$ cat src/sv/kmbd_pkg.sv
`default_nettype none
package kmbd_pkg;

   typedef enum logic [1:0] {
      OP_RX_BYTE = 2'd0,
      OP_POP     = 2'd1,
      OP_READ    = 2'd2,
      OP_NONE    = 2'd3
   } opcode_type;

   localparam int CSR_INDEX_W = 2;
   localparam int CSR_DATA_W  = 10;
   localparam int POS_W       = 10;
   localparam int ACC_W       = 16;
   localparam int CODE_W      = 8;
   localparam int PENDING_W   = 5;

   localparam logic [CSR_INDEX_W-1:0] REG_CURSOR_MAX_X = 2'd0;
   localparam logic [CSR_INDEX_W-1:0] REG_CURSOR_MAX_Y = 2'd1;

   localparam logic [POS_W-1:0] CURSOR_MAX_X_RESET = 10'd640;
   localparam logic [POS_W-1:0] CURSOR_MAX_Y_RESET = 10'd400;

   localparam logic [4:0] MOUSE_HEADER = 5'h1F;

   typedef struct packed {
      logic              push;
      logic              pop;
      logic [CODE_W-1:0] push_code;
   } fifo_ctl_type;

   function automatic logic signed [ACC_W-1:0] sat_add16(
      input logic signed [ACC_W-1:0] acc,
      input logic [CODE_W-1:0]       delta
   );
      logic signed [ACC_W:0] sum;
      logic signed [ACC_W:0] ext;
      ext = {{(ACC_W-CODE_W+1){delta[CODE_W-1]}}, delta};
      sum = {acc[ACC_W-1], acc} + ext;
      if (sum[ACC_W] != sum[ACC_W-1]) begin
         sat_add16 = sum[ACC_W] ? {1'b1, {(ACC_W-1){1'b0}}} : {1'b0, {(ACC_W-1){1'b1}}};
      end else begin
         sat_add16 = sum[ACC_W-1:0];
      end
   endfunction

   function automatic logic [POS_W-1:0] clamp_to(
      input logic signed [ACC_W-1:0] acc,
      input logic [POS_W-1:0]        hi
   );
      if (acc[ACC_W-1]) begin
         clamp_to = '0;
      end else if (acc[ACC_W-2:0] > {{(ACC_W-1-POS_W){1'b0}}, hi}) begin
         clamp_to = hi;
      end else begin
         clamp_to = acc[POS_W-1:0];
      end
   endfunction

endpackage
`default_nettype wire

$ cat src/sv/kmbd_ifs.sv
`default_nettype none
interface kmbd_req_if;
   logic       valid;
   logic       ready;
   logic [1:0] opcode;
   logic [7:0] rx_byte;

   modport source (output valid, output opcode, output rx_byte, input ready);
   modport sink (input valid, input opcode, input rx_byte, output ready);
endinterface

interface kmbd_rsp_if;
   logic       valid;
   logic       ready;
   logic [7:0] key_code;
   logic       key_valid;
   logic [4:0] keys_pending;
   logic [9:0] pos_x;
   logic [9:0] pos_y;
   logic       left_button;

   modport source (output valid, output key_code, output key_valid, output keys_pending,
                   output pos_x, output pos_y, output left_button, input ready);
   modport sink (input valid, input key_code, input key_valid, input keys_pending,
                 input pos_x, input pos_y, input left_button, output ready);
endinterface

interface kmbd_csr_if;
   logic       valid;
   logic       ready;
   logic [1:0] index;
   logic [9:0] data;

   modport source (output valid, output index, output data, input ready);
   modport sink (input valid, input index, input data, output ready);
endinterface
`default_nettype wire

$ cat src/sv/kmbd_ram.sv
`default_nettype none
module kmbd_ram #(
   parameter int WIDTH = 8,
   parameter int DEPTH = 16
) (
   input  wire logic                     clock,
   input  wire logic                     wr_en,
   input  wire logic [$clog2(DEPTH)-1:0] wr_addr,
   input  wire logic [WIDTH-1:0]         wr_data,
   input  wire logic [$clog2(DEPTH)-1:0] rd_addr,
   output logic      [WIDTH-1:0]         rd_data
);

   logic [WIDTH-1:0] mem_ff [DEPTH];
   logic [WIDTH-1:0] rd_data_ff;

   always_ff @(posedge clock) begin
      if (wr_en) begin
         mem_ff[wr_addr] <= wr_data;
      end
      rd_data_ff <= mem_ff[rd_addr];
   end

   assign rd_data = rd_data_ff;

endmodule
`default_nettype wire

$ cat src/sv/kmbd_fifo.sv
`default_nettype none
module kmbd_fifo #(
   parameter int FIFO_DEPTH = 16,
   localparam int PTR_W = $clog2(FIFO_DEPTH),
   localparam int CNT_W = $clog2(FIFO_DEPTH + 1)
) (
   input  wire logic                     clock,
   input  wire logic                     reset,
   input  wire kmbd_pkg::fifo_ctl_type   ctl,
   output logic      [CNT_W-1:0]         count,
   output logic      [kmbd_pkg::CODE_W-1:0] head_code
);

   logic [PTR_W-1:0] head_ff, head_in;
   logic [PTR_W-1:0] tail_ff, tail_in;
   logic [CNT_W-1:0] count_ff, count_in;
   logic             byp_sel_ff, byp_sel_in;
   logic [kmbd_pkg::CODE_W-1:0] byp_code_ff;
   logic [kmbd_pkg::CODE_W-1:0] ram_code;

   function automatic logic [PTR_W-1:0] wrap_inc(input logic [PTR_W-1:0] ptr);
      if (ptr == PTR_W'(FIFO_DEPTH - 1)) begin
         wrap_inc = '0;
      end else begin
         wrap_inc = ptr + 1'b1;
      end
   endfunction

   always_comb begin
      head_in  = ctl.pop ? wrap_inc(head_ff) : head_ff;
      tail_in  = ctl.push ? wrap_inc(tail_ff) : tail_ff;
      count_in = count_ff;
      if (ctl.push) begin
         count_in = count_ff + 1'b1;
      end else if (ctl.pop) begin
         count_in = count_ff - 1'b1;
      end
      byp_sel_in = ctl.push && (tail_ff == head_in);
   end

   always_ff @(posedge clock) begin
      if (reset) begin
         head_ff    <= '0;
         tail_ff    <= '0;
         count_ff   <= '0;
         byp_sel_ff <= 1'b0;
      end else begin
         head_ff    <= head_in;
         tail_ff    <= tail_in;
         count_ff   <= count_in;
         byp_sel_ff <= byp_sel_in;
      end
   end

   always_ff @(posedge clock) begin
      byp_code_ff <= ctl.push_code;
   end

   kmbd_ram #(
      .WIDTH (kmbd_pkg::CODE_W),
      .DEPTH (FIFO_DEPTH)
   ) u_ram (
      .clock   (clock),
      .wr_en   (ctl.push),
      .wr_addr (tail_ff),
      .wr_data (ctl.push_code),
      .rd_addr (head_in),
      .rd_data (ram_code)
   );

   assign count     = count_ff;
   assign head_code = byp_sel_ff ? byp_code_ff : ram_code;

endmodule
`default_nettype wire

$ cat src/sv/keyboard_mouse_byte_decoder_unit.sv
// Keyboard/mouse byte decoder.
// req_if carries one word per command: opcode 0 hands in a received byte, 1 pops a
// queued scan code, 2 reads the cursor clamped to the csr limits. A header byte
// 11111xxx opens a mouse packet; the next two bytes move x and then y.
// rsp_if returns exactly one word per command: dequeued code and its valid flag,
// codes pending, clamped position and left button.
// csr_if writes cursor_max_x (index 0) and cursor_max_y (index 1); it is always
// ready and is meant to be written only while no command is in flight.
// An accepted command waits in the input register until its response word is
// registered. Throughput: one command per cycle while rsp_if is ready, set by the
// single pass from the input register to the response register and the one-write,
// one-read FIFO memory. When rsp_if stalls, the response register holds and the
// input register still takes one more command; req_if drops ready only when
// both are full. Reset (synchronous) empties the FIFO, zeroes the cursor and
// button, leaves the packet state idle and restores the limits to 640 and 400.
`default_nettype none
module keyboard_mouse_byte_decoder_unit #(
   parameter int FIFO_DEPTH = 16
) (
   input wire logic  clock,
   input wire logic  reset,
   kmbd_req_if.sink  req_if,
   kmbd_rsp_if.source rsp_if,
   kmbd_csr_if.sink  csr_if
);

   localparam int CNT_W = $clog2(FIFO_DEPTH + 1);

   logic                            req_vld_ff;
   kmbd_pkg::opcode_type            req_op_ff;
   logic [kmbd_pkg::CODE_W-1:0]     req_byte_ff;

   logic                            rsp_vld_ff;
   logic [kmbd_pkg::CODE_W-1:0]     key_code_ff, key_code_in;
   logic                            key_valid_ff, key_valid_in;
   logic [kmbd_pkg::PENDING_W-1:0]  pending_ff, pending_in;
   logic [kmbd_pkg::POS_W-1:0]      pos_x_ff, pos_x_in;
   logic [kmbd_pkg::POS_W-1:0]      pos_y_ff, pos_y_in;

   logic                            packet_ff, packet_in;
   logic                            expect_dy_ff, expect_dy_in;
   logic signed [kmbd_pkg::ACC_W-1:0] acc_x_ff, acc_x_in;
   logic signed [kmbd_pkg::ACC_W-1:0] acc_y_ff, acc_y_in;
   logic                            button_ff, button_in;
   logic [kmbd_pkg::POS_W-1:0]      max_x_ff, max_y_ff;

   kmbd_pkg::fifo_ctl_type          fifo_ctl;
   logic [CNT_W-1:0]                fifo_count;
   logic [CNT_W-1:0]                count_next;
   logic [kmbd_pkg::CODE_W-1:0]     head_code;
   logic                            fifo_full, fifo_empty;
   logic                            advance;

   assign advance       = req_vld_ff && (!rsp_vld_ff || rsp_if.ready);
   assign req_if.ready  = !req_vld_ff || advance;
   assign csr_if.ready  = 1'b1;
   assign fifo_full     = (fifo_count == CNT_W'(FIFO_DEPTH));
   assign fifo_empty    = (fifo_count == '0);

   always_ff @(posedge clock) begin
      if (reset) begin
         req_vld_ff <= 1'b0;
      end else if (req_if.ready) begin
         req_vld_ff <= req_if.valid;
      end
   end

   always_ff @(posedge clock) begin
      if (req_if.ready && req_if.valid) begin
         req_op_ff   <= kmbd_pkg::opcode_type'(req_if.opcode);
         req_byte_ff <= req_if.rx_byte;
      end
   end

   always_ff @(posedge clock) begin
      if (reset) begin
         max_x_ff <= kmbd_pkg::CURSOR_MAX_X_RESET;
         max_y_ff <= kmbd_pkg::CURSOR_MAX_Y_RESET;
      end else if (csr_if.valid) begin
         if (csr_if.index == kmbd_pkg::REG_CURSOR_MAX_X) begin
            max_x_ff <= csr_if.data;
         end else if (csr_if.index == kmbd_pkg::REG_CURSOR_MAX_Y) begin
            max_y_ff <= csr_if.data;
         end
      end
   end

   always_comb begin
      packet_in          = packet_ff;
      expect_dy_in       = expect_dy_ff;
      acc_x_in           = acc_x_ff;
      acc_y_in           = acc_y_ff;
      button_in          = button_ff;
      fifo_ctl.push      = 1'b0;
      fifo_ctl.pop       = 1'b0;
      fifo_ctl.push_code = req_byte_ff;
      key_valid_in       = 1'b0;
      pos_x_in           = '0;
      pos_y_in           = '0;
      if (advance) begin
         case (req_op_ff)
            kmbd_pkg::OP_RX_BYTE: begin
               if (packet_ff) begin
                  if (expect_dy_ff) begin
                     acc_y_in     = kmbd_pkg::sat_add16(acc_y_ff, req_byte_ff);
                     expect_dy_in = 1'b0;
                     packet_in    = 1'b0;
                  end else begin
                     acc_x_in     = kmbd_pkg::sat_add16(acc_x_ff, req_byte_ff);
                     expect_dy_in = 1'b1;
                  end
               end else if (req_byte_ff[7:3] == kmbd_pkg::MOUSE_HEADER) begin
                  packet_in    = 1'b1;
                  expect_dy_in = 1'b0;
                  button_in    = req_byte_ff[1];
               end else begin
                  fifo_ctl.push = !fifo_full;
               end
            end
            kmbd_pkg::OP_POP: begin
               fifo_ctl.pop = !fifo_empty;
               key_valid_in = !fifo_empty;
            end
            kmbd_pkg::OP_READ: begin
               pos_x_in = kmbd_pkg::clamp_to(acc_x_ff, max_x_ff);
               pos_y_in = kmbd_pkg::clamp_to(acc_y_ff, max_y_ff);
               acc_x_in = kmbd_pkg::ACC_W'(pos_x_in);
               acc_y_in = kmbd_pkg::ACC_W'(pos_y_in);
            end
            default: begin
            end
         endcase
      end
      key_code_in = key_valid_in ? head_code : '0;
      count_next  = fifo_count;
      if (fifo_ctl.push) begin
         count_next = fifo_count + 1'b1;
      end else if (fifo_ctl.pop) begin
         count_next = fifo_count - 1'b1;
      end
      pending_in = kmbd_pkg::PENDING_W'(count_next);
   end

   always_ff @(posedge clock) begin
      if (reset) begin
         packet_ff    <= 1'b0;
         expect_dy_ff <= 1'b0;
         acc_x_ff     <= '0;
         acc_y_ff     <= '0;
         button_ff    <= 1'b0;
         rsp_vld_ff   <= 1'b0;
      end else begin
         packet_ff    <= packet_in;
         expect_dy_ff <= expect_dy_in;
         acc_x_ff     <= acc_x_in;
         acc_y_ff     <= acc_y_in;
         button_ff    <= button_in;
         if (advance) begin
            rsp_vld_ff <= 1'b1;
         end else if (rsp_if.ready) begin
            rsp_vld_ff <= 1'b0;
         end
      end
   end

   logic left_button_ff;

   always_ff @(posedge clock) begin
      if (advance) begin
         key_code_ff    <= key_code_in;
         key_valid_ff   <= key_valid_in;
         pending_ff     <= pending_in;
         pos_x_ff       <= pos_x_in;
         pos_y_ff       <= pos_y_in;
         left_button_ff <= button_in;
      end
   end

   kmbd_fifo #(
      .FIFO_DEPTH (FIFO_DEPTH)
   ) u_fifo (
      .clock     (clock),
      .reset     (reset),
      .ctl       (fifo_ctl),
      .count     (fifo_count),
      .head_code (head_code)
   );

   assign rsp_if.valid        = rsp_vld_ff;
   assign rsp_if.key_code     = key_code_ff;
   assign rsp_if.key_valid    = key_valid_ff;
   assign rsp_if.keys_pending = pending_ff;
   assign rsp_if.pos_x        = pos_x_ff;
   assign rsp_if.pos_y        = pos_y_ff;
   assign rsp_if.left_button  = left_button_ff;

endmodule
`default_nettype wire

$ cat src/flat_wrapper.sv
// flat-port wrapper written by rule: the top's interface ports become plain ports
module keyboard_mouse_byte_decoder_unit_flat 
#(
   parameter int FIFO_DEPTH = 16
)
  (clock, reset, req_if_valid, req_if_opcode, req_if_rx_byte, req_if_ready, rsp_if_valid, rsp_if_key_code, rsp_if_key_valid, rsp_if_keys_pending, rsp_if_pos_x, rsp_if_pos_y, rsp_if_left_button, rsp_if_ready, csr_if_valid, csr_if_index, csr_if_data, csr_if_ready);
  kmbd_req_if req_if_i ();
  kmbd_rsp_if rsp_if_i ();
  kmbd_csr_if csr_if_i ();
  input wire logic clock;
  input wire logic reset;
  input wire logic [$bits(req_if_i.valid)-1:0] req_if_valid;
  input wire logic [$bits(req_if_i.opcode)-1:0] req_if_opcode;
  input wire logic [$bits(req_if_i.rx_byte)-1:0] req_if_rx_byte;
  output wire logic [$bits(req_if_i.ready)-1:0] req_if_ready;
  output wire logic [$bits(rsp_if_i.valid)-1:0] rsp_if_valid;
  output wire logic [$bits(rsp_if_i.key_code)-1:0] rsp_if_key_code;
  output wire logic [$bits(rsp_if_i.key_valid)-1:0] rsp_if_key_valid;
  output wire logic [$bits(rsp_if_i.keys_pending)-1:0] rsp_if_keys_pending;
  output wire logic [$bits(rsp_if_i.pos_x)-1:0] rsp_if_pos_x;
  output wire logic [$bits(rsp_if_i.pos_y)-1:0] rsp_if_pos_y;
  output wire logic [$bits(rsp_if_i.left_button)-1:0] rsp_if_left_button;
  input wire logic [$bits(rsp_if_i.ready)-1:0] rsp_if_ready;
  input wire logic [$bits(csr_if_i.valid)-1:0] csr_if_valid;
  input wire logic [$bits(csr_if_i.index)-1:0] csr_if_index;
  input wire logic [$bits(csr_if_i.data)-1:0] csr_if_data;
  output wire logic [$bits(csr_if_i.ready)-1:0] csr_if_ready;
  assign req_if_i.valid = req_if_valid;
  assign req_if_i.opcode = req_if_opcode;
  assign req_if_i.rx_byte = req_if_rx_byte;
  assign req_if_ready = req_if_i.ready;
  assign rsp_if_valid = rsp_if_i.valid;
  assign rsp_if_key_code = rsp_if_i.key_code;
  assign rsp_if_key_valid = rsp_if_i.key_valid;
  assign rsp_if_keys_pending = rsp_if_i.keys_pending;
  assign rsp_if_pos_x = rsp_if_i.pos_x;
  assign rsp_if_pos_y = rsp_if_i.pos_y;
  assign rsp_if_left_button = rsp_if_i.left_button;
  assign rsp_if_i.ready = rsp_if_ready;
  assign csr_if_i.valid = csr_if_valid;
  assign csr_if_i.index = csr_if_index;
  assign csr_if_i.data = csr_if_data;
  assign csr_if_ready = csr_if_i.ready;
  keyboard_mouse_byte_decoder_unit #(.FIFO_DEPTH(FIFO_DEPTH)) u_core (.clock(clock), .reset(reset), .req_if(req_if_i), .rsp_if(rsp_if_i), .csr_if(csr_if_i));
endmodule
$ cat config.mk
export PLATFORM = sky130hd
export DESIGN_NAME = keyboard_mouse_byte_decoder_unit_flat
export DESIGN_NICKNAME = d
export VERILOG_FILES = /design/src/sv/kmbd_pkg.sv /design/src/sv/kmbd_ifs.sv /design/src/sv/kmbd_ram.sv /design/src/sv/kmbd_fifo.sv /design/src/sv/keyboard_mouse_byte_decoder_unit.sv /design/src/flat_wrapper.sv
export SDC_FILE = /design/constraint.sdc
export NUM_CORES = 1
export LEC_CHECK = 0
export CAP_MARGIN = 30
export CORE_MARGIN = 2
export CORE_UTILIZATION = 51
export DETAILED_ROUTE_END_ITERATION = 10
export DONT_BUFFER_PORTS = 1
export GPL_TIMING_DRIVEN = 1
export MAX_ROUTING_LAYER = met4
export PLACE_DENSITY = 0.69
export RECOVER_POWER = 100
export SLEW_MARGIN = 20
export SYNTH_ARGS = -nofsm -noshare
export SYNTH_HDL_FRONTEND = slang
export SYNTH_SLANG_ARGS = --single-unit
$ cat constraint.sdc
create_clock -name clock -period 3.95 [get_ports clock]
set_input_delay 1.185 -clock clock [delete_from_list [all_inputs] [get_ports clock]]
set_output_delay 1.185 -clock clock [all_outputs]
set_load 0.01 [all_outputs]
; After elaboration in Yosys (flattened, before gate mapping)
; Memory sizes are Yosys's and may differ from the RTL's. A register that Yosys moved wholly into a read port is not among the register bits.
; Index checks and enable logic that the tools add are counted.
; Widths: inputs -> output; s select.
[op_classes]
n_eq_ne = 13
n_bitwise = 1
reduce_logical = 21
n_lt_le_gt_ge = 2
mux = 39
n_addsub = 6
[ops]
columns = cell, count
row1 = $mux 16, 8
row2 = $pmux 16 s2, 2
row3 = $mux 10, 4
row4 = $add 16x8->17, 2
row5 = $gt 15x10->1, 2
row6 = $mux 1, 18
row7 = $mux 4, 3
row8 = $eq 5x5->1 const B, 2
row9 = $mux 5, 2
row10 = $add 4x1->4 const B, 2
row11 = $eq 4x4->1 const B, 2
row12 = $mux 8, 1
row13 = $reduce_and 4->1, 2
row14 = $reduce_and 3->1, 2
row15 = $reduce_bool 2->1, 3
row16 = $add 5x1->5 const B, 1
row17 = $logic_not 5->1, 1
row18 = $sub 5x1->5 const B, 1
row19 = $eq 2x1->1 const B, 2
row20 = $eq 4x4->1, 1
row21 = $logic_not 1->1, 4
row22 = $logic_not 2->1, 2
row23 = $ne 2x1->1 const B, 2
row24 = $reduce_and 2->1, 2
row25 = other kinds (7), 11
[word_totals]
register_bits = 124
in_bits = 27
ramBits = 128
n_memories = 1
[mem_list]
columns = name, words, width, read_ports, rd_ports_with_merged_regs, wr, line_no
row1 = u_core.u_fifo.u_ram.mem_ff, 16, 8, 1, 1, 1, kmbd_ram.sv:14  ; logic [WIDTH-1:0] mem_ff [DEPTH];

; Longest topological paths before layout
; Gate-level depths: netlist of the first run.
[logic_depth]
ltp_word = 9
depth_mapped = 12

; By module
; A second synthesis of the first run with hierarchy kept.
[hier_totals]
hier_cells = 1045
area_unflattened_um2 = 12703.4
[by_module_without_submodules]
columns = module, area_each_um2, cells_each, n_inst
row1 = keyboard_mouse_byte_decoder_unit, 6521.3, 712, 1
row2 = kmbd_ram, 5147.4, 229, 1
row3 = kmbd_fifo, 1034.7, 104, 1

; Worst setup path after synthesis of the first run
; OpenSTA, ideal clock, no wires.
[synth_path]
path_kind = input -> register
start = in rsp_if_ready
end = reg u_core.u_fifo.u_ram.rd_data_ff[3] (netlist: u_core.u_fifo.u_ram.rd_data[3]), read port of u_core.u_fifo.u_ram.mem_ff
setup_slack_ns = 0.146
arrival_time_ns = 3.682
required_ns = 3.828
n_path_buf = 2
setup_ns = 0.122
path_stages = 10
path_cell_list = nor2b_4 nand2b_4 or4b_1 buf_2 inv_2 mux2i_1 clkbuf_1 mux4_2 a22o_1 a221o_1
[synth_between]
elab_chain_cells = 4
[synth_rtl]
columns = element, line_no
row1 = "start, declared", flat_wrapper.sv:23  ; input wire logic [$bits(rsp_if_i.ready)-1:0] rsp_if_ready;
row2 = $logic_or 1x1->1, keyboard_mouse_byte_decoder_unit.sv:54  ; assign advance = req_vld_ff && (!rsp_vld_ff || rsp_if.ready);
row3 = $logic_and 1x1->1, keyboard_mouse_byte_decoder_unit.sv:54
row4 = $mux 2, keyboard_mouse_byte_decoder_unit.sv:100  ; if (advance) begin
row5 = $mux 4, kmbd_fifo.sv:30  ; head_in = ctl.pop ? wrap_inc(head_ff) : head_ff;
row6 = "end, declared", kmbd_ram.sv:15  ; logic [WIDTH-1:0] rd_data_ff;
; No other way between the ends.
; A chain may end at the register's enable or synchronous reset.

; Worst setup path after layout of the first run
[layout_path]
start = reg u_core.u_fifo.count_ff[0] (netlist: u_core.u_fifo.count[0])
end = reg u_core.u_fifo.u_ram.rd_data_ff[3] (netlist: u_core.u_fifo.u_ram.rd_data[3]), read port of u_core.u_fifo.u_ram.mem_ff
[layout_between]
elab_chain_cells = 5
[layout_rtl]
columns = element, line_no
row1 = "start, declared", kmbd_fifo.sv:16  ; logic [CNT_W-1:0] count_ff, count_in;
row2 = "start signal, assigned", kmbd_fifo.sv:50  ; count_ff <= count_in;
row3 = $logic_not 5->1, keyboard_mouse_byte_decoder_unit.sv:58  ; assign fifo_empty = (fifo_count == '0);
row4 = $logic_not 1->1, keyboard_mouse_byte_decoder_unit.sv:121  ; fifo_ctl.pop = !fifo_empty;
row5 = $mux 1, keyboard_mouse_byte_decoder_unit.sv:101  ; case (req_op_ff)
row6 = $mux 2, keyboard_mouse_byte_decoder_unit.sv:100
row7 = $mux 4, kmbd_fifo.sv:30
; No other way between the ends.

==> results.md, run 1 <==
* Status: finished clean
* Setup Skew at 0.0149 ns
* Leak at 4.83 nW
* Reg area at 0.00694 mm2
* CP Data Required Time at 4.38 ns
* Layout cell share with drive strength beyond 1 at 9.23%
* Worst-Margin Slew at 1.18 ns
* CP cell instances: inv_1 -> ha_1 -> nor4b_1 -> buf_4 -> or4b_1 -> buf_4 -> inv_1 -> mux2i_1 -> buf_12 -> mux4_2 -> a22o_1 -> a221o_1
* Initial core utilization at 51.9%
* Fin area at 0.0135 mm2
* Final #Nets at 1,108
* Core Rows at 56
* Top cell type's share of synthesized area at 42.8%
* Pin count of the biggest net entering global routing at 54
* Sw frac at 22.2%
* Tcrit/Tclk final at 93.0%
* Max Freq at 272 MHz
* Syn Area/Cell at 12.3 um2
* Antenna violations before repair at 0
* ANT cells at 0
* Sw power at 1.29 mW
* Synth unique cells at 70
* WP data arrival at 4.10 ns
* Num ports at 65
* Final min period at 3.67 ns
* Final Hold Fails at 0
* Most common cell in the netlist: edfxtp_1
* Flop pwr share at 51.6%
* Resized cells post-CTS at 0
* DRT Pass-1 Iters at 5
* Vias in the first global route at 7,665
* Setup WS post-layout at 0.277 ns
* # setup viols final at 0
* PortBufs at 0
* Synth top cells by count: 173 x edfxtp_1, 94 x nor2_1, 87 x dfxtp_1
* Final GP Congestion at 0.853
* GRT Total Usage at 22.9%
* FILL cells at 1,919
* Worst path slowest cell: or4b_1
* Worst-Skew Late Latency at 0.55 ns
* RSZ-0062 raised after global routing: no
* CTS Buf Count at 27
* Crit end category: flop
* Pre-CTS WS at 0.0427 ns
* Post-synth EDFFs at 173
* Clk sinks at 260
* H-tree levels at 1
* Slew Viols, Final at 0
* Vert. Die Dim at 158 um
* Async S/R FF share, synth at 0%
* Yosys top cell by area: edfxtp_1
* Wirelength per Cell at 20.1 um
* Yosys warns at 0
* Clk buf depth at 3
* DR iter-0 viols at 625
* Placed cell areas at 0.0127 mm2
* Drt total wl at 27,300 um
* Post-CTS setup buffers at 0
* Antenna viol nets, final at 0
* Max-slew headroom at 21.3%
* Area of the multi-input gates at 0.00489 mm2
* Die area at 0.0251 mm2
* Register area share after synthesis at 57.1%
* CP peak stage delay at 0.58 ns
* CTS tree: yes
* Clk root buf: clkbuf_16
* Power per cell area at 432 mW/mm2
* CP Class: flop to flop
* Max Cap Viol at 0
* Area grow syn2layout at 11.1%
* Area contributors post-synth: edfxtp_1 43%, dfxtp_1 14%, ha_1 6.2%
* Synthesized Nets at 1,075
* Detailed-route vias per instance at 5.92
* Vias at 8,041
* Syn Inst Count at 986
* Power share of the combinational group at 5.8%
* Worst min path class: flop to flop
* Crit start category: flop
* Peak VDD IR at 0.275 mV
* Finished Core Util at 57.6%
* First-pass GRT wire length at 43,100 um
* Internal power at 4.54 mW
* #FFs+latches synth at 260
* Synth Flop Type: edfxtp_1
* Clock transition at path regs at 0.06 ns
* Grt ovf at 0
* Core region area at 0.0234 mm2
* Die Wd at 158 um
* HPWL reported at the end of detailed placement at 19,200 um
* Hold Buf Count CTS at 0
* Mapped Area at 0.0121 mm2
* Total power at 5.83 mW
* DRC Markers at 0
* Clk pwr share at 42.6%
* Max FO, Critical Path at 34
[final cells by class]
cell class / count / area share (%)
repair buffers: 40 / 1.74
clock inverters: 7 / 0.584
inverters: 42 / 1.17
well taps: 319 / 2.96
multi-input cells: 648 / 36.2
clock buffers: 43 / 5.91
flip-flops and latches: 260 / 51.4
[logic make-up after synthesis]
family | synth area share (%)
compound gates | 12.2
xor+xnor | 2.67
fa+ha+maj | 6.76
buf+inv | 2.61
flops | 57.1
mux | 8.76
other cells | 0.0309
simple gates | 9.92
[flip-flops by register name, summed over array words and instances, names as in the netlist, 5 cells and up]
signal / cells
u_core.rsp_if.keys_pending: 5
u_core.max_y_ff: 10
u_core.u_fifo.u_ram.rd_data: 8
u_core.acc_y_ff: 16
u_core.req_byte_ff: 8
u_core.u_fifo.count: 5
u_core.u_fifo.u_ram.mem_ff: 128
u_core.rsp_if.pos_x: 10
u_core.rsp_if.key_code: 8
u_core.acc_x_ff: 16
u_core.rsp_if.pos_y: 10
u_core.max_x_ff: 10
u_core.u_fifo.byp_code_ff: 8
[power by group through the flow]
stage               registers, mW  logic [mW]  clock network (mW)
finish                       3.01       0.341                2.48
global route                 3.01       0.381                2.65
CTS                          3.01       0.348                2.53
detailed placement           3.06       0.346                   0
global placement             3.06       0.339                   0
floorplan                    3.05       0.257                   0
[worst max-delay path: cells and delay by family, from the launching register on]
| kind | cells | cell delay [ns] |
|---|---|---|
| buffers and inverters | 5 | 0.97 |
| multiplexers | 2 | 0.69 |
| AND/OR/NAND/NOR | 2 | 0.72 |
| AO/OA/AOI/OAI | 2 | 0.54 |
| adder cells (fa/ha/maj) | 1 | 0.21 |
| flip-flops | 1 | 0.42 |
[cells in the final DEF (no fill, tap or decap), types with 17 or more instances in the layout]
cell type	synthesis	final
clkbuf_1	27	37
nand2_1	73	73
dfxtp_1	87	87
mux4_2	32	32
inv_1	41	42
xnor2_1	20	20
a22oi_1	21	21
a21oi_1	71	71
nor2_1	94	94
xor2_1	17	17
edfxtp_1	173	173
mux2i_1	32	32
o211ai_1	25	25
clkbuf_16	0	28
o21ai_0	28	28
ha_1	60	60
[metal layers]
layer / global-route usage, % / share of wire, % / vias to the layer above
li1: - / - / 3789
met1: 33.7 / 48 / 3978
met2: 34.0 / 45 / 243
met3: 3.62 / 5.6 / 31
met4: 4.68 / 1.4 / 0
met5: - / 0 / -
[per-stage QoR]
stage | setup TNS, ns | hold WS (ns) | instances
after global routing | 0 | 0.486 | 1359
after detailed placement | 0 | 0.460 | 1309
after floorplan | 0 | 0.444 | 986
after CTS | 0 | 0.470 | 1359
after global placement | -0.903 | 0.455 | 1308
final | 0 | 0.470 | 1359
[final timing paths]
check / depth (start not counted) / slack, ns / from / to
setup / recovery: 12 / 0.28 / u_core.u_fifo.count[0]$_SDFF_PP0_ / u_core.u_fifo.u_ram.rd_data[3]$_DFF_P_
setup reg to reg: 12 / 0.28 / u_core.u_fifo.count[0]$_SDFF_PP0_ / u_core.u_fifo.u_ram.rd_data[3]$_DFF_P_
hold / removal: 2 / 0.47 / u_core.acc_x_ff[11]$_SDFFE_PP0P_ / u_core.acc_x_ff[11]$_SDFFE_PP0P_
hold reg to reg: 2 / 0.47 / u_core.acc_x_ff[11]$_SDFFE_PP0P_ / u_core.acc_x_ff[11]$_SDFFE_PP0P_
Power figures use the tool's default switching activity.
==> run 2: changes to the inputs <==
- SYNTH_HIERARCHICAL: default -> 1
==> run 2 against run 1 <==
Area after synthesis rose by 4.6%. Setup slack improved by 0.080 ns. Synthesized cell count increased by 6.0%. Combinational power decreased by 4%. Wire length increased by 5.9%. Critical path depth shrank 2. Power increased by 3.1%. Die area increased by 4.5%. First-iteration DRC count down 1.3%. Critical endpoint is now u_core/u_fifo/u_ram/rd_data[4]$_DFF_P_. Largest power group unchanged.
==> results.md, run 2 <==
* Status: finished clean
* GRT Total Usage at 22.8%
* Number of cells on the worst hold path at 2
* Synth Flop Type: edfxtp_1
* Syn Inst Count at 1,045
* R2R setup slack at 0.41 ns
* Worst-Margin Slew at 1.34 ns
* Yosys top cell by area: edfxtp_1
* Antenna viol nets, final at 0
* Vias in the first global route at 8,193
* Post-synth EDFFs at 173
* Yosys warns at 6
* Synth Area in XOR/XNOR at 2.19%
* R2R cell count at 9
* CP Data Required Time at 4.37 ns
* Synth top cells by count: 173 x edfxtp_1, 99 x nor2_1, 87 x dfxtp_1
* Reg-to-Reg End: u_core/acc_x_ff[7]$_SDFFE_PP0P_
* PortBufs at 0
* Register area share after synthesis at 54.6%
* Most frequent cells in the layout: 173 x edfxtp_1, 100 x nor2_1, 87 x dfxtp_1, 75 x a21oi_1, 67 x nand2_1
* Clk sinks at 260
* Post-CTS setup buffers at 0
* Mapped Area at 0.0127 mm2
* Synth unique cells at 79
* Combinational family with the most area after synthesis: compound AO/OA/AOI/OAI gates
* Wirelength per Cell at 20.4 um
* Kind of cell adding the most delay to the critical path: simple AND/OR/NAND/NOR gates
* Vias at 8,375
* Max Cap Viol at 0
* Setup Skew at 0.0107 ns
* WP data arrival at 4.01 ns
* Pre-CTS WS at -0.0336 ns
* Top cell type's share of synthesized area at 40.9%
* CTS tree: yes
* Initial core utilization at 52.1%
* Fin Hold WS at 0.469 ns
* Core region area at 0.0244 mm2
* Core Rows at 57
* Largest regs: u_core/u_fifo/u_ram/mem_ff (128), u_core/acc_x_ff (16), u_core/acc_y_ff (16)
* Max-slew headroom at 10.6%
* Worst-Skew Late Latency at 0.53 ns
* Resized cells post-CTS at 0
* DRT Pass-1 Iters at 7
* Mux cell area share after synthesis at 8.87%
* Final #Nets at 1,166
* Critical path buffer and inverter count at 1
* H-tree levels at 1
* Most common cell in the netlist: edfxtp_1
* Die area at 0.0262 mm2
* Leak at 5.16 nW
* Area grow syn2layout at 10.8%
* Layout cell share with drive strength beyond 1 at 9.29%
* Peak VDD IR at 0.388 mV
* Hold Buf Count CTS at 0
* DR iter-0 viols at 617
* Crit end category: flop
* Async S/R FF share, synth at 0%
* Area fraction in compound gates after synthesis at 13.1%
* Max FO, Critical Path at 15
* Clock transition at path regs at 0.06 ns
* Tcrit/Tclk final at 91.0%
* First-pass GRT wire length at 45,500 um
* Worst min path class: flop to flop
* Fin area at 0.0141 mm2
* Vert. Die Dim at 162 um
* Placed cell areas at 0.0132 mm2
* Biggest register: u_core/u_fifo/u_ram/mem_ff
* Final Hold Fails at 0
* Total power at 6.01 mW
* Clk root buf: clkbuf_16
* Post-layout instance count excluding filler cells at 1,423
* Grt ovf at 0
* R2R Path Start: u_core/req_byte_ff[7]$_DFFE_PP_
* Max Freq at 278 MHz
* Crit start category: input pin
* Clk buf depth at 3
* #FFs+latches synth at 260
* Max FFs per register at 128
* Worst path slowest cell: mux4_1
* Finished Core Util at 57.7%
* Setup TNS at 0 ns
* Power per cell area at 427 mW/mm2
* WHS Endpoint: u_core/acc_x_ff[15]$_SDFFE_PP0P_
* FILL cells at 1,986
* RSZ-0062 raised after global routing: no
* Area contributors post-synth: edfxtp_1 41%, dfxtp_1 14%, ha_1 5.8%
* Final min period at 3.59 ns
* CTS Buf Count at 27
* Setup WS post-layout at 0.357 ns
* HPWL reported at the end of detailed placement at 20,300 um
* Antenna violations before repair at 1
* Synthesized-area fraction occupied by adder cells at 6.28%
* Drt total wl at 29,000 um
* CP peak stage delay at 0.58 ns
* DRC Markers at 0
* Post-synthesis simple-gate area fraction at 11.9%
* Num ports at 65
* Synthesized Nets at 1,134
* CP Class: input pin to flop
* Pin count of the biggest net entering global routing at 79
* CP cell instances: nor2b_1 -> nand2b_1 -> nor3b_1 -> a21boi_0 -> xor2_1 -> and2_2 -> buf_12 -> mux4_1 -> a22oi_1 -> nand2_1
* Final GP Congestion at 0.925
* Die Wd at 162 um
* Commonest non-fill, non-tap cell in the layout: edfxtp_1
* Hold Crit Start: u_core/acc_x_ff[15]$_SDFFE_PP0P_
* Slew Viols, Final at 0
* Syn Area/Cell at 12.2 um2
* Detailed-route vias per instance at 5.89
* # setup viols final at 0
* Placed insts at 1,372
[run 2: cell count changes after synthesis, moves of 9 or more]
cell | before | now
a22o_1 | 9 | 0
mux2_2 | 2 | 11
mux2i_1 | 32 | 23
mux4_1 | 0 | 14
mux4_2 | 32 | 18
nand3b_1 | 1 | 11
nor2b_1 | 6 | 16
o211ai_1 | 25 | 7
o21ai_0 | 28 | 37
[run 2: per-layer routing]
layer / part of all wire [%] / vias to the layer above / GRT usage [%]
li1: - / 4028 / -
met1: 44 / 4062 / 30.8
met2: 48 / 249 / 36.8
met3: 5.5 / 36 / 3.58
met4: 2.2 / 0 / 5.07
met5: 0 / - / -
[run 2: area by class of cell]
class | count | area (um2) | area share (%)
flip-flops and latches | 260 | 6940 | 49.3
clock buffers | 35 | 736 | 5.23
well taps | 324 | 405 | 2.88
multi-input cells | 704 | 5380 | 38.2
diodes | 1 | 2.50 | 0.0178
clock inverters | 15 | 213 | 1.51
repair buffers | 43 | 248 | 1.76
inverters | 41 | 154 | 1.09
[run 2: where the power goes]
group | total (mW) | internal (mW) | switching (mW) | leakage, nW
Clock | 2.68 | 1.64 | 1.04 | 0.472
Sequential | 3.00 | 2.95 | 0.0537 | 2.29
Combinational | 0.327 | 0.135 | 0.193 | 2.40
[run 2: logic make-up after synthesis]
family	after synthesis
xor gates and xnor gates	30
other	1
muxes	66
and+or+nand+nor	303
buffers and inverters	81
DFF	260
AOI/OAI and AO/OA	242
adders and majority gates	62
[run 2: worst register-to-register path, cell delays in order (launching register included)]
cell and delay (ns):
edfxtp_1 0.72, buf_4 0.37, ha_1 0.34, inv_1 0.10, or3_1 0.35, a221o_1 0.27
a21oi_2 0.33, nor2_1 0.08, a21oi_1 0.66, a311oi_1 0.19
[run 2: how the worst max path moves through the flow]
stage,from,endpoint,slack (ns),cells past startpoint
2_1_floorplan,rsp_if_ready,u_core/u_fifo/u_ram/mem_ff[0][0]$_DFFE_PP_,0.04,7
3_3_place_gp,rsp_if_ready,u_core/u_fifo/u_ram/rd_data[5]$_DFF_P_,0.03,10
3_5_place_dp,rsp_if_ready,u_core/u_fifo/u_ram/rd_data[4]$_DFF_P_,-0.03,10
4_1_cts,u_core/req_byte_ff[7]$_DFFE_PP_,u_core/acc_x_ff[7]$_SDFFE_PP0P_,0.44,9
5_1_grt,rsp_if_ready,u_core/u_fifo/u_ram/rd_data[7]$_DFF_P_,0.11,11
6_report,rsp_if_ready,u_core/u_fifo/u_ram/rd_data[4]$_DFF_P_,0.36,10
==> run 3: changes to the inputs <==
- CTS_BUF_LIST: default -> sky130_fd_sc_hd__clkbuf_8
==> run 3 against run 2 <==
Flip-flop and latch count unchanged. First-iteration DRC count up 16%. Clock-buffer cell count up 14. Combinational power about the same. Setup slack worse by 0.023 ns. Via count up 2.2%. Die area unchanged.
==> results.md, run 3 (synthesized netlist as in run 2, its figures left out) <==
* First-pass GRT wire length at 45,800 um
* H-tree levels at 2
* R2R Path Start: u_core/req_byte_ff[7]$_DFFE_PP_
* Peak VDD IR at 0.306 mV
* Worst-Skew Late Latency at 0.55 ns
* Initial core utilization at 52.1%
* Max-slew headroom at 8.89%
* Crit end category: flop
* Setup TNS at 0 ns
* DRT Pass-1 Iters at 5
* Clk sinks at 260
* FILL cells at 2,018
* CP dominant cell by count: o21ai_0
* Pre-CTS WS at -0.0336 ns
* Critical path buffer and inverter count at 0
* R2R setup slack at 0.33 ns
* Wirelength per Cell at 20.1 um
* Die area at 0.0262 mm2
* DRC Markers at 0
* R2R cell count at 8
* Max FFs per register at 128
* Commonest non-fill, non-tap cell in the layout: edfxtp_1
* CP cell instances: ha_1 -> a21oi_1 -> o21ai_0 -> a221o_1 -> or2_1 -> a211oi_2 -> o21ai_0 -> a211oi_1
* Clock transition at path regs at 0.06 ns
* CP Data Required Time at 4.42 ns
* Resized cells post-CTS at 0
* WP data arrival at 4.09 ns
* Area grow syn2layout at 10.2%
* RSZ-0062 raised after global routing: no
* DR iter-0 viols at 713
* Fin Hold WS at 0.472 ns
* Power per cell area at 408 mW/mm2
* Drt total wl at 29,300 um
* Total power at 5.71 mW
* Reg-to-Reg End: u_core/acc_x_ff[2]$_SDFFE_PP0P_
* Layout cell share with drive strength beyond 1 at 10.5%
* Pin count of the biggest net entering global routing at 79
* Slew Viols, Final at 0
* HPWL reported at the end of detailed placement at 20,300 um
* Status: finished clean
* WHS Endpoint: u_core/acc_x_ff[15]$_SDFFE_PP0P_
* Largest regs: u_core/u_fifo/u_ram/mem_ff (128), u_core/acc_x_ff (16), u_core/acc_y_ff (16)
* Antenna viol nets, final at 0
* Number of cells on the worst hold path at 2
* Max Freq at 277 MHz
* Post-CTS setup buffers at 0
* Worst-Margin Slew at 1.37 ns
* Clk root buf: clkbuf_8
* Detailed-route vias per instance at 5.88
* Tcrit/Tclk final at 91.6%
* CP peak stage delay at 0.84 ns
* Final GP Congestion at 0.925
* Final min period at 3.62 ns
* CTS Buf Count at 44
* Num ports at 65
* Leak at 5.19 nW
* Kind of cell adding the most delay to the critical path: compound AO/OA/AOI/OAI gates
* Hold Crit Start: u_core/acc_x_ff[15]$_SDFFE_PP0P_
* Crit start category: flop
* CTS tree: yes
* Die Wd at 162 um
* Antenna violations before repair at 1
* CP Class: flop to flop
* Hold Buf Count CTS at 0
* Vias at 8,561
* Grt ovf at 0
* GRT Total Usage at 23.0%
* Setup WS post-layout at 0.334 ns
* Finished Core Util at 57.4%
* # setup viols final at 0
* Most frequent cells in the layout: 173 x edfxtp_1, 100 x nor2_1, 87 x dfxtp_1, 75 x a21oi_1, 68 x nand2_1
* Final Hold Fails at 0
* Final #Nets at 1,183
* Max FO, Critical Path at 15
* Vert. Die Dim at 162 um
* Core region area at 0.0244 mm2
* Worst min path class: flop to flop
* Biggest register: u_core/u_fifo/u_ram/mem_ff
* Vias in the first global route at 8,331
* Core Rows at 57
* PortBufs at 0
* Max Cap Viol at 0
* Clk buf depth at 3
* Setup Skew at 0.0184 ns
* Worst path slowest cell: edfxtp_1
-- run 3: metal layers --
metal	share of wire, %	GRT usage (%)
met3	6.1	4.37
met5	0	-
met2	47	36.2
met4	2.9	7.56
met1	44	30.5
-- run 3: final cells by class --
type | count | area, um2 | share of cell area [%]
inverter | 41 | 154 | 1.10
multi-input combinational | 704 | 5370 | 38.4
clock buffer | 49 | 674 | 4.82
sequential | 260 | 6940 | 49.5
clock inverter | 33 | 210 | 1.50
antenna | 1 | 2.50 | 0.0179
timing repair buffer | 43 | 248 | 1.77
tap | 324 | 405 | 2.90
-- run 3: how the worst max path moves through the flow --
stage                                                            end  depth (start not counted)                       startpoint  slack [ns]
after floorplan           u_core/u_fifo/u_ram/mem_ff[0][0]$_DFFE_PP_                          7                     rsp_if_ready        0.04
after global placement        u_core/u_fifo/u_ram/rd_data[5]$_DFF_P_                         10                     rsp_if_ready        0.03
after detailed placement      u_core/u_fifo/u_ram/rd_data[4]$_DFF_P_                         10                     rsp_if_ready       -0.03
after CTS                            u_core/acc_x_ff[7]$_SDFFE_PP0P_                          9  u_core/req_byte_ff[7]$_DFFE_PP_        0.44
after global routing          u_core/u_fifo/u_ram/rd_data[7]$_DFF_P_                         11                     rsp_if_ready         0.1
final                                u_core/acc_x_ff[2]$_SDFFE_PP0P_                          8  u_core/req_byte_ff[7]$_DFFE_PP_        0.33
-- run 3: metrics by stage --
| step | instances | area, um2 |
|---|---|---|
| final | 1455 | 14000 |
| after global routing | 1455 | 14000 |
| after CTS | 1454 | 14100 |
| after detailed placement | 1372 | 13200 |
| after global placement | 1371 | 13200 |
| after floorplan | 1045 | 12700 |
-- run 3: worst register-to-register path, stage by stage (launching register included) --
cell	delay [ns]
edfxtp_1	0.84
ha_1	0.44
a21oi_1	0.23
o21ai_0	0.17
a221o_1	0.39
or2_1	0.32
a211oi_2	0.66
o21ai_0	0.24
a211oi_1	0.26
-- run 3: where the power goes --
| group | internal (mW) | total, mW | switching, mW |
|---|---|---|---|
| Sequential | 2.95 | 3.00 | 0.0534 |
| Clock | 1.29 | 2.38 | 1.09 |
| Combinational | 0.134 | 0.327 | 0.193 |
| Total | 4.37 | 5.71 | 1.34 |
